**src/hw/rtl/persian_arithmetic_date_converter_assert.svh**
```systemverilog
// Assertion macros shared by the date converter RTL.
// Each macro checks on the rising edge of clk and is off while arst_n is low.
`ifndef PERSIAN_ARITHMETIC_DATE_CONVERTER_ASSERT_SVH
`define PERSIAN_ARITHMETIC_DATE_CONVERTER_ASSERT_SVH

// Same-cycle implication.
`define PDC_ASSERT_IMP(lbl, ante, cons) \
	lbl: assert property (@(posedge clk) disable iff (!arst_n) (ante) |-> (cons)) \
		else $error("pdc: same-cycle check failed");

// Next-cycle implication.
`define PDC_ASSERT_NXT(lbl, ante, cons) \
	lbl: assert property (@(posedge clk) disable iff (!arst_n) (ante) |=> (cons)) \
		else $error("pdc: next-cycle check failed");

`endif

```
**src/hw/rtl/pdc_pkg.sv**
```systemverilog
`timescale 1ns / 1ps

package pdc_pkg;

	// Command beat
	typedef struct packed {
		logic        kind;
		logic [13:0] in_year;
		logic [3:0]  in_month;
		logic [4:0]  in_day;
		logic [21:0] in_fixed_day;
	} pdc_in_t;

	// Result beat
	typedef struct packed {
		logic [13:0] out_year;
		logic [3:0]  out_month;
		logic [4:0]  out_day;
		logic [21:0] out_fixed_day;
		logic        status;
	} pdc_out_t;

	// Calendar constants
	localparam logic [21:0] EpochFixed = 22'd226895;   // fixed day of 0001-01-01
	localparam logic [21:0] LimitFixed = 22'd3878954;  // fixed day of 10000-01-01
	localparam logic [13:0] MaxYear    = 14'd9999;
	localparam logic [21:0] DaysPerYr  = 22'd365;

	// floor(x/33) for x below 2^17: (x * K33) >> Q33Shift
	localparam logic [21:0] K33      = 22'd4067204;
	localparam int          Q33Shift = 27;
	// lower bound on elapsed years: (n * KYear) >> YearShift, about n*33/12053
	localparam logic [23:0] KYear     = 24'd11759223;
	localparam int          YearShift = 32;

	// Microcode
	typedef logic [3:0] step_t;

	typedef enum logic [3:0] {
		OP_NOP    = 4'd0,
		OP_YMUL   = 4'd1,   // 365*(Y-1), floor((21+8Y)/33), floor((29+8Y)/33)
		OP_YSUM   = 4'd2,   // start of year Y, leap flag
		OP_FIXSUM = 4'd3,   // date to fixed day
		OP_SUBEP  = 4'd4,   // days since epoch
		OP_EST    = 4'd5,   // year lower bound
		OP_YINC   = 4'd6,   // advance year when the jump is taken
		OP_RDAY   = 4'd7,   // day of year
		OP_MON    = 4'd8,   // month from day of year
		OP_MDAY   = 4'd9,   // day of month
		OP_DONE   = 4'd10   // emit result beat
	} dp_op_t;

	typedef enum logic [2:0] {
		C_NEVER     = 3'd0,
		C_ALWAYS    = 3'd1,
		C_STATUS    = 3'd2,
		C_KIND      = 3'd3,
		C_YEAR_NEXT = 3'd4
	} cond_t;

	typedef struct packed {
		dp_op_t op;
		logic   ysel;    // 1: operate on year + 1
		cond_t  cond;
		step_t  target;
	} ucode_t;

	localparam step_t StepKind1    = 4'd5;
	localparam step_t StepYearLoop = 4'd7;
	localparam step_t StepDone     = 4'd15;

	// Days of the months before month m; past twelve counts the whole year
	function automatic logic [8:0] cum_days(logic [3:0] m, logic leap);
		logic [8:0] c;
		case (m)
			4'd0, 4'd1: c = 9'd0;
			4'd2:       c = 9'd31;
			4'd3:       c = 9'd62;
			4'd4:       c = 9'd93;
			4'd5:       c = 9'd124;
			4'd6:       c = 9'd155;
			4'd7:       c = 9'd186;
			4'd8:       c = 9'd216;
			4'd9:       c = 9'd246;
			4'd10:      c = 9'd276;
			4'd11:      c = 9'd306;
			4'd12:      c = 9'd336;
			default:    c = leap ? 9'd366 : 9'd365;
		endcase
		return c;
	endfunction

	// Month holding a zero-based day of year
	function automatic logic [3:0] month_of(logic [8:0] r);
		logic [3:0] m;
		m = 4'd1;
		for (int k = 2; k <= 12; k++) begin
			if (r >= cum_days(4'(k), 1'b0))
				m = 4'(k);
		end
		return m;
	endfunction

	// Control store
	function automatic ucode_t ucode_rom(step_t pc);
		ucode_t w;
		unique case (pc)
			4'd0:  w = '{OP_NOP,    1'b0, C_STATUS,    StepDone};
			4'd1:  w = '{OP_NOP,    1'b0, C_KIND,      StepKind1};
			4'd2:  w = '{OP_YMUL,   1'b0, C_NEVER,     StepDone};
			4'd3:  w = '{OP_YSUM,   1'b0, C_NEVER,     StepDone};
			4'd4:  w = '{OP_FIXSUM, 1'b0, C_ALWAYS,    StepDone};
			4'd5:  w = '{OP_SUBEP,  1'b0, C_NEVER,     StepDone};
			4'd6:  w = '{OP_EST,    1'b0, C_NEVER,     StepDone};
			4'd7:  w = '{OP_YMUL,   1'b1, C_NEVER,     StepDone};
			4'd8:  w = '{OP_YSUM,   1'b1, C_NEVER,     StepDone};
			4'd9:  w = '{OP_YINC,   1'b0, C_YEAR_NEXT, StepYearLoop};
			4'd10: w = '{OP_YMUL,   1'b0, C_NEVER,     StepDone};
			4'd11: w = '{OP_YSUM,   1'b0, C_NEVER,     StepDone};
			4'd12: w = '{OP_RDAY,   1'b0, C_NEVER,     StepDone};
			4'd13: w = '{OP_MON,    1'b0, C_NEVER,     StepDone};
			4'd14: w = '{OP_MDAY,   1'b0, C_NEVER,     StepDone};
			4'd15: w = '{OP_DONE,   1'b0, C_NEVER,     StepDone};
			default: w = '{OP_DONE, 1'b0, C_NEVER,     StepDone};
		endcase
		return w;
	endfunction

endpackage

```
**src/hw/rtl/persian_arithmetic_date_converter.sv**
```systemverilog
`timescale 1ns / 1ps
// Arithmetic Persian calendar converter (33-year leap cycle).
// Command channel: drive cmd and raise start; the beat is taken at the rising
// edge where start is high and busy is low. busy rises the next cycle and
// stays high until the result is out.
// cmd.kind 0 turns year/month/day into a fixed day number; kind 1 turns a
// fixed day number into year/month/day. Unused fields of a result read zero.
// Result channel: done is high for exactly one cycle with result valid; the
// receiver cannot stall, so the beat must be taken in that cycle.
// status 1 flags a year of 0 or above 9999, or a day number outside years
// 1..9999; all other result fields are then zero.
// Steps after the accepting edge, each path ending in the done step: out of range
//   goes straight there; date to day runs year products, year sum and day sum;
//   day to date: epoch offset, year estimate, year search, month and day.
// A new start is taken in the same cycle done is high.
// The pace is set by a 16-step control store that drives the datapath multipliers
// and adders; the year search revisits three steps per candidate year.
// Reset clears busy, done and the step counter; no result is produced after it.
`include "persian_arithmetic_date_converter_assert.svh"

module persian_arithmetic_date_converter (
	input  logic              clk,
	input  logic              arst_n,
	input  logic              start,
	input  pdc_pkg::pdc_in_t  cmd,
	output logic              busy,
	output logic              done,
	output pdc_pkg::pdc_out_t result
);
	import pdc_pkg::*;

	// Sequencer state
	logic     busy_q;
	logic     done_q;
	step_t    pc_q;
	ucode_t   cw;
	logic     take;
	logic     accept;

	// Datapath registers
	logic        kind_q;
	logic        status_q;
	logic [13:0] y_q;
	logic [3:0]  m_q;
	logic [4:0]  d_q;
	logic [21:0] fd_q;
	logic [21:0] t_q;
	logic [21:0] m365_q;
	logic [11:0] qa_q;
	logic [11:0] qb_q;
	logic [21:0] start_q;
	logic        leap_q;
	logic [8:0]  r_q;
	pdc_out_t    res_q;

	// Datapath intermediates
	logic [13:0] yv;
	logic [16:0] a21;
	logic [16:0] a29;
	logic [38:0] pa;
	logic [38:0] pb;
	logic [45:0] pe;
	logic [13:0] est;
	logic        in_bad;
	logic        date_ok;

	assign accept = start && !busy_q;
	assign cw     = ucode_rom(pc_q);

	// Range check of the incoming beat
	always_comb begin
		if (cmd.kind)
			in_bad = (cmd.in_fixed_day < EpochFixed) || (cmd.in_fixed_day >= LimitFixed);
		else
			in_bad = (cmd.in_year == 14'd0) || (cmd.in_year > MaxYear);
	end

	// Evaluate jump condition
	always_comb begin
		unique case (cw.cond)
			C_NEVER:     take = 1'b0;
			C_ALWAYS:    take = 1'b1;
			C_STATUS:    take = status_q;
			C_KIND:      take = kind_q;
			C_YEAR_NEXT: take = (y_q < MaxYear) && (start_q <= fd_q);
			default:     take = 1'b0;
		endcase
	end

	// Year operand, its products and the year estimate
	always_comb begin
		yv  = cw.ysel ? 14'(y_q + 14'd1) : y_q;
		a21 = 17'(yv) * 17'd8 + 17'd21;
		a29 = 17'(yv) * 17'd8 + 17'd29;
		pa  = 39'(a21) * 39'(K33);
		pb  = 39'(a29) * 39'(K33);
		pe  = 46'(t_q) * 46'(KYear);
		est = pe[YearShift +: 14];
	end

	// Step counter and handshake
	always_ff @(posedge clk or negedge arst_n) begin
		if (!arst_n) begin
			busy_q <= 1'b0;
			done_q <= 1'b0;
			pc_q   <= '0;
		end else begin
			done_q <= 1'b0;
			if (accept) begin
				busy_q <= 1'b1;
				pc_q   <= '0;
			end else if (busy_q) begin
				pc_q <= take ? cw.target : step_t'(pc_q + 4'd1);
				if (cw.op == OP_DONE) begin
					busy_q <= 1'b0;
					done_q <= 1'b1;
				end
			end
		end
	end

	// Datapath: load on accept, else execute the current control word
	always_ff @(posedge clk) begin
		if (accept) begin
			kind_q   <= cmd.kind;
			status_q <= in_bad;
			y_q      <= cmd.in_year;
			m_q      <= cmd.in_month;
			d_q      <= cmd.in_day;
			fd_q     <= cmd.in_fixed_day;
		end else if (busy_q) begin
			unique case (cw.op)
				OP_NOP: begin
				end
				OP_YMUL: begin
					m365_q <= 22'(22'(yv - 14'd1) * DaysPerYr);
					qa_q   <= pa[Q33Shift +: 12];
					qb_q   <= pb[Q33Shift +: 12];
				end
				OP_YSUM: begin
					start_q <= 22'(m365_q + 22'(qa_q) + EpochFixed);
					leap_q  <= (qb_q != qa_q);
				end
				OP_FIXSUM: begin
					t_q <= 22'(start_q - 22'd1 + 22'(cum_days(m_q, leap_q)) + 22'(d_q));
				end
				OP_SUBEP: begin
					t_q <= 22'(fd_q - EpochFixed);
				end
				OP_EST: begin
					y_q <= (est == 14'd0) ? 14'd1 : est;
				end
				OP_YINC: begin
					if (take)
						y_q <= 14'(y_q + 14'd1);
				end
				OP_RDAY: begin
					r_q <= 9'(fd_q - start_q);
				end
				OP_MON: begin
					m_q <= month_of(r_q);
				end
				OP_MDAY: begin
					d_q <= 5'(r_q - cum_days(m_q, 1'b0) + 9'd1);
				end
				OP_DONE: begin
					res_q.status        <= status_q;
					res_q.out_year      <= (kind_q && !status_q) ? y_q : 14'd0;
					res_q.out_month     <= (kind_q && !status_q) ? m_q : 4'd0;
					res_q.out_day       <= (kind_q && !status_q) ? d_q : 5'd0;
					res_q.out_fixed_day <= (!kind_q && !status_q) ? t_q : 22'd0;
				end
				default: begin
				end
			endcase
		end
	end

	assign busy   = busy_q;
	assign done   = done_q;
	assign result = res_q;

	// Converted date lies within the calendar
	assign date_ok = (y_q != 14'd0) && (y_q <= MaxYear) && (m_q != 4'd0) &&
		(m_q <= 4'd12) && (d_q != 5'd0);

	// Checks
	`PDC_ASSERT_IMP(a_done_not_busy, done, !busy)
	`PDC_ASSERT_NXT(a_start_sets_busy, start && !busy, busy)
	`PDC_ASSERT_NXT(a_done_single, done, !done)
	`PDC_ASSERT_IMP(a_date_in_range, done && kind_q && !status_q, date_ok)

endmodule

```
**config.mk**
```make
export PLATFORM = sky130hd
export DESIGN_NAME = persian_arithmetic_date_converter
export DESIGN_NICKNAME = d
export VERILOG_FILES = /design/src/hw/rtl/pdc_pkg.sv /design/src/hw/rtl/persian_arithmetic_date_converter.sv
export VERILOG_INCLUDE_DIRS = /design/src /design/src/hw/rtl
export SDC_FILE = /design/constraint.sdc
export NUM_CORES = 2
export LEC_CHECK = 0
export BUFFER_PORTS_ARGS = -buffer_cell sky130_fd_sc_hd__buf_2
export CORE_MARGIN = 5
export CORE_UTILIZATION = 40
export CTS_CLUSTER_SIZE = 10
export DETAILED_ROUTE_END_ITERATION = 8
export PLACE_DENSITY = 0.57
export RECOVER_POWER = 25
export SYNTH_ARGS = -nofsm -noshare
export SYNTH_HDL_FRONTEND = slang
export SYNTH_SLANG_ARGS = --single-unit
```
**constraint.sdc**
```tcl
create_clock -name clk -period 13.8 [get_ports clk]
set_input_delay 2.76 -clock clk [delete_from_list [all_inputs] [get_ports clk]]
set_output_delay 2.76 -clock clk [all_outputs]
set_load 0.02 [all_outputs]
```
* After elaboration in Yosys (flattened, before gate mapping)
Memory sizes are Yosys's and may differ from the RTL's. A register that Yosys moved wholly into a read port is not among the register bits.
Cells that the tools add are included.
W data, S select, Z words.
** Storage, ports and cells
- Bits in registers :: 199
- Logic and storage cells :: 189
- Bits in read-only memories :: 304
- Memories kept :: 2
** Cells by class
- Magnitude comparators :: 16
- Equality and inequality tests :: 28
- Add/subtract/negate cells :: 14
- Muxes and demuxes :: 77
- Bitwise logic cells :: 1
- Reductions and logical operators :: 26
- Multipliers :: 4
** Memories
- (name not given) :: words 16, width 10, rd ports 1, clocked after Yosys merged registers in 0, write ports 0, RTL line pdc_pkg.sv:107 : unique case (pc)
- (name not given) :: words 16, width 9, rd ports 1, clocked after Yosys merged registers in 1, write ports 0, RTL line pdc_pkg.sv:75 : case (m)
** Operator list (number)
- $mux W9 :: 36
- $pmux W9 S12 :: 1
- $ge A9 B9 Y1 :: 11
- $mul A17 B20 Y37 const B :: 2
- $mux W14 :: 5
- $mux W4 :: 17
- $mul A22 B24 Y46 const B :: 1
- $pmux W22 S2 :: 1
- $add A17 B5 Y17 const B :: 2
- $eq A4 B3 Y1 const B :: 8
- $eq A4 B4 Y1 const B :: 8
- $mux W5 :: 6
- $logic_not A14 Y1 :: 2
- $pmux W14 S2 :: 1
- $add A22 B12 Y22 :: 1
- $add A22 B18 Y22 const B :: 1
- $add A22 B5 Y22 :: 1
- $add A22 B9 Y22 :: 1
- $ge A22 B22 Y1 const B :: 1
- $le A22 B22 Y1 :: 1
- $lt A22 B18 Y1 const B :: 1
- $mul A15 B10 Y22 const B :: 1
- $sub A22 B1 Y22 const B :: 1
- $sub A22 B18 Y22 const B :: 1
- 28 further kinds :: 55

* Longest topological paths before layout
An unclocked memory read counts as a cell.
- Word-level depth :: 21
- Gate-level depth with buffers :: 37

* Worst setup path after synthesis
Ideal clock, no wire load.
- Kind :: reg-to-reg
- Start :: register pc_q[0]
- End :: register qb_q[11], data pin
- Path slack :: 4.817 ns
- Data required time :: 13.540 ns
- Arrival :: 8.723 ns
- Cell stages (with the launch flop) :: 36
- Path buffers :: 1
- Library setup time :: 0.260 ns
- Path through :: dfrtp_1 -> ha_1 -> ha_1 -> nand2b_1 -> and2_1 -> buf_6 -> mux2i_1 -> inv_1 -> ha_1 -> a21oi_1 -> nor4_1 -> nand2_1 -> xor2_1 -> inv_1 -> fa_1 -> inv_1 -> fa_1 -> inv_1 -> fa_1 -> inv_1 -> fa_1 -> inv_1 -> fa_1 -> fa_1 -> inv_1 -> ha_1 -> and4_1 -> nor3b_1 -> a221oi_1 -> o2111ai_1 -> nand3_1 -> a41oi_1 -> o21a_1 -> o21a_1 -> nor2_1 -> xnor2_1
** On the way
- Longest elaborated chain between the ends :: 4
** Ends and longest elaborated chain
- from (decl) :: RTL line persian_arithmetic_date_converter.sv:35 : step_t pc_q;
- from (signal assigned) :: RTL line persian_arithmetic_date_converter.sv:113 : pc_q <= take ? cw.target : step_t'(pc_q + 4'd1);
- $mem_v2 Z16 W10
- $mux W14 :: RTL line persian_arithmetic_date_converter.sv:92 : yv = cw.ysel ? 14'(y_q + 14'd1) : y_q;
- $add A17 B5 Y17 :: RTL line persian_arithmetic_date_converter.sv:94 : a29 = 17'(yv) * 17'd8 + 17'd29;
- $mul A17 B20 Y37 :: RTL line persian_arithmetic_date_converter.sv:96 : pb = 39'(a29) * 39'(K33);
- named net pb[38] :: RTL line persian_arithmetic_date_converter.sv:61 : logic [38:0] pb;
- to (signal assigned) :: RTL line persian_arithmetic_date_converter.sv:138 : qb_q <= pb[Q33Shift +: 12];
- to (decl) :: RTL line persian_arithmetic_date_converter.sv:50 : logic [11:0] qb_q;
The timed path passes the listed nets, and every way through them passes these cells.
A chain may end at the register's enable or synchronous reset.

* Worst setup path after layout
Same ends and word-level chain as after synthesis.

==> metrics.cfg <==
[cts]
clk_latency_ps=550
cts_buffers=26
cts-root-buf=clkbuf_16
ctsResizeCount=0
ctsLongestPathBuffers=3
cts_hold_buf=0
clock-sinks=204
clkTransAtPathRegs_ps=50
postCtsSetupRepairBufs=0
cts_max_level=1
cts_tree=yes

[synth]
avgSynthCellArea_um2=10.0
synthArstFlopShare=0.0294
synth.distinct_cells=87
netlist_area_um2=33100
ys_ff_latch=204
seq_area_frac_synth=0.183
syn_inst=3294
synthFlopType=edfxtp_1
synth_edf_count=193
syn-num-nets=4386
yosysWarnings=0

[drt]
first_pass_iters=5
drtAntennaViolNets=0
drt_iter0_markers=971
viasPerCell=4.96
wirelength_um=84200
avgRoutedWirePerCell_um=18.8
drc=0
vias=22300

[timing]
period_minus_slack_ps=10150
tns_ps=0
min_period_over_period=0.735
slew-limit-headroom=-0.638
clock_skew_ps=30.9
rsz0062_at_grt=false
setup_viol=0
finalHoldViolCount=0
drv_slew=47
fmax_ghz=0.0985
worstMarginPinSlew_ps=2460

[die]
die_x_um=298
core_um2=82100
start_util=0.403
dieHeight_um=298
rows=105
io_pins=97
design.die.area_um2=88500

[place]
place.detailed.hpwl_um=74100
port_buffers=96
place_congestion=0.923

[run_status]
outcome=finished, violations left
failed_checks=capacitance limit, slew limit

[setup_path]
cp.required_ps=14090
timing.rr.start=pc_q[0]
crit_family=adder cells
crit_buf_inv=7
startpoint=pc_q[0]
arrival_ps=10440
cp_max_fo=10
slowest_stage=xor2_1
cp_common_cell=inv_1
path_class=reg2reg
startpoint_type=flop
slowest_delay_ps=770
end_kind=flop

[global_routing]
antenna_found_initial=1
overflow=0
track_usage=0.192
grt_start_max_net_pins=54
grt_pass1_vias=23800
grt_first_pass_wirelength_um=134000

[layout]
diodes=0
final_nets=4496
drive_gt1_frac=0.0494
fillCellCount=7999
area_delta_synth_final_pct=7.80

[worst_hold_path]
hold_start=m365_q[21]
hold_path.class=reg2reg

[run]
maxCapViolCount=1

-- routing by layer --
layer | vias to the layer above | wire length, um | global-route usage
li1 | 11000 | - | -
met1 | 10900 | 34600 | 0.236
met2 | 320 | 43600 | 0.356
met3 | 135 | 2800 | 0.0193
met4 | 2 | 3160 | 0.0600
met5 | - | 13 | 0
-- final timing paths --
check	slack (ps)	depth (start not counted)	end
setup reg to reg	3650	35	qb_q[11]
hold reg to reg	560	1	start_q[21]
min in group asynchronous	2180	1	busy
hold / removal	560	1	start_q[21]
setup / recovery	3650	35	qb_q[11]
max in group asynchronous	11250	1	pc_q[0]
-- worst reg2reg max path, delay by kind of cell (launching register included) --
family	cells	cell delay [ps]
AOI/OAI and AO/OA	6	1500
xor gates and xnor gates	3	1230
adders and majority gates	10	4290
buffers and inverters	7	740
and+or+nand+nor	9	1680
DFF	1	450
-- registers in the layout, summed over array words and instances, names as in the netlist, 4 cells and up, named ones only --
name,cells
result,46
qa_q,12
pc_q,4
t_q,22
r_q,9
start_q,22
y_q,14
d_q,5
m_q,4
qb_q,12
fd_q,22
m365_q,22
-- layout by cell type, fill, tap and decap left out, types with 14 or more instances in the layout --
cell	instances
nand2b_1	20
fa_1	440
xnor2_1	111
nand4_1	23
nor2_1	135
a21oi_1	128
buf_4	14
nand3_1	63
nor3_1	49
edfxtp_1	193
nor4_1	17
o21ai_0	93
xor2_1	75
clkbuf_16	27
buf_2	71
ha_1	603
inv_1	804
a31oi_1	15
nand2_1	133
o21a_1	18
and2_0	28
a21o_1	43
clkbuf_1	36
nor2b_1	25
-- synthesized netlist by cell type (49+ instances only) --
| library cell | instances | share of area |
|---|---|---|
| inv_1 | 805 | 0.091 |
| ha_1 | 603 | 0.23 |
| fa_1 | 440 | 0.27 |
| edfxtp_1 | 193 | 0.18 |
| nor2_1 | 139 | 0.016 |
| nand2_1 | 133 | 0.015 |
| a21oi_1 | 128 | 0.019 |
| xnor2_1 | 111 | 0.029 |
| o21ai_0 | 90 | 0.014 |
| xor2_1 | 75 | 0.020 |
| nand3_1 | 63 | 0.0095 |
| nor3_1 | 49 | 0.0074 |
-- per-stage QoR --
| stage | worst slack (ps) | area [um2] | util | hold slack, ps | cells |
|---|---|---|---|---|---|
| final | 3650 | 35700 | 0.434 | 562 | 4489 |
| after floorplan | 4820 | 33100 | - | 525 | 3294 |
| after detailed placement | 3810 | 34900 | 0.425 | 545 | 4446 |
| after CTS | 3810 | 35700 | 0.435 | 564 | 4489 |
| after global placement | 3990 | 34900 | 0.425 | 543 | 4446 |
| after global routing | 3010 | 35700 | 0.434 | 595 | 4489 |
-- final cells by class --
class	count	area, um2	area share
flip-flops and latches	204	6050	0.170
multi-input cells	2253	23900	0.671
inverters	806	3030	0.0848
well taps	1070	1340	0.0375
repair buffers	113	566	0.0159
clock inverters	8	65.1	0.00182
clock buffers	35	706	0.0198
-- logic make-up after synthesis --
group	synth area share
AO/OA/AOI/OAI	0.0816
XOR/XNOR	0.0525
adder cells (fa/ha/maj)	0.495
buffers and inverters	0.0953
flip-flops	0.183
multiplexers	0.00666
AND/OR/NAND/NOR	0.0864
Power is not shown: default switching activity piles up to over one toggle a cycle in this logic, so the estimate is an artifact.
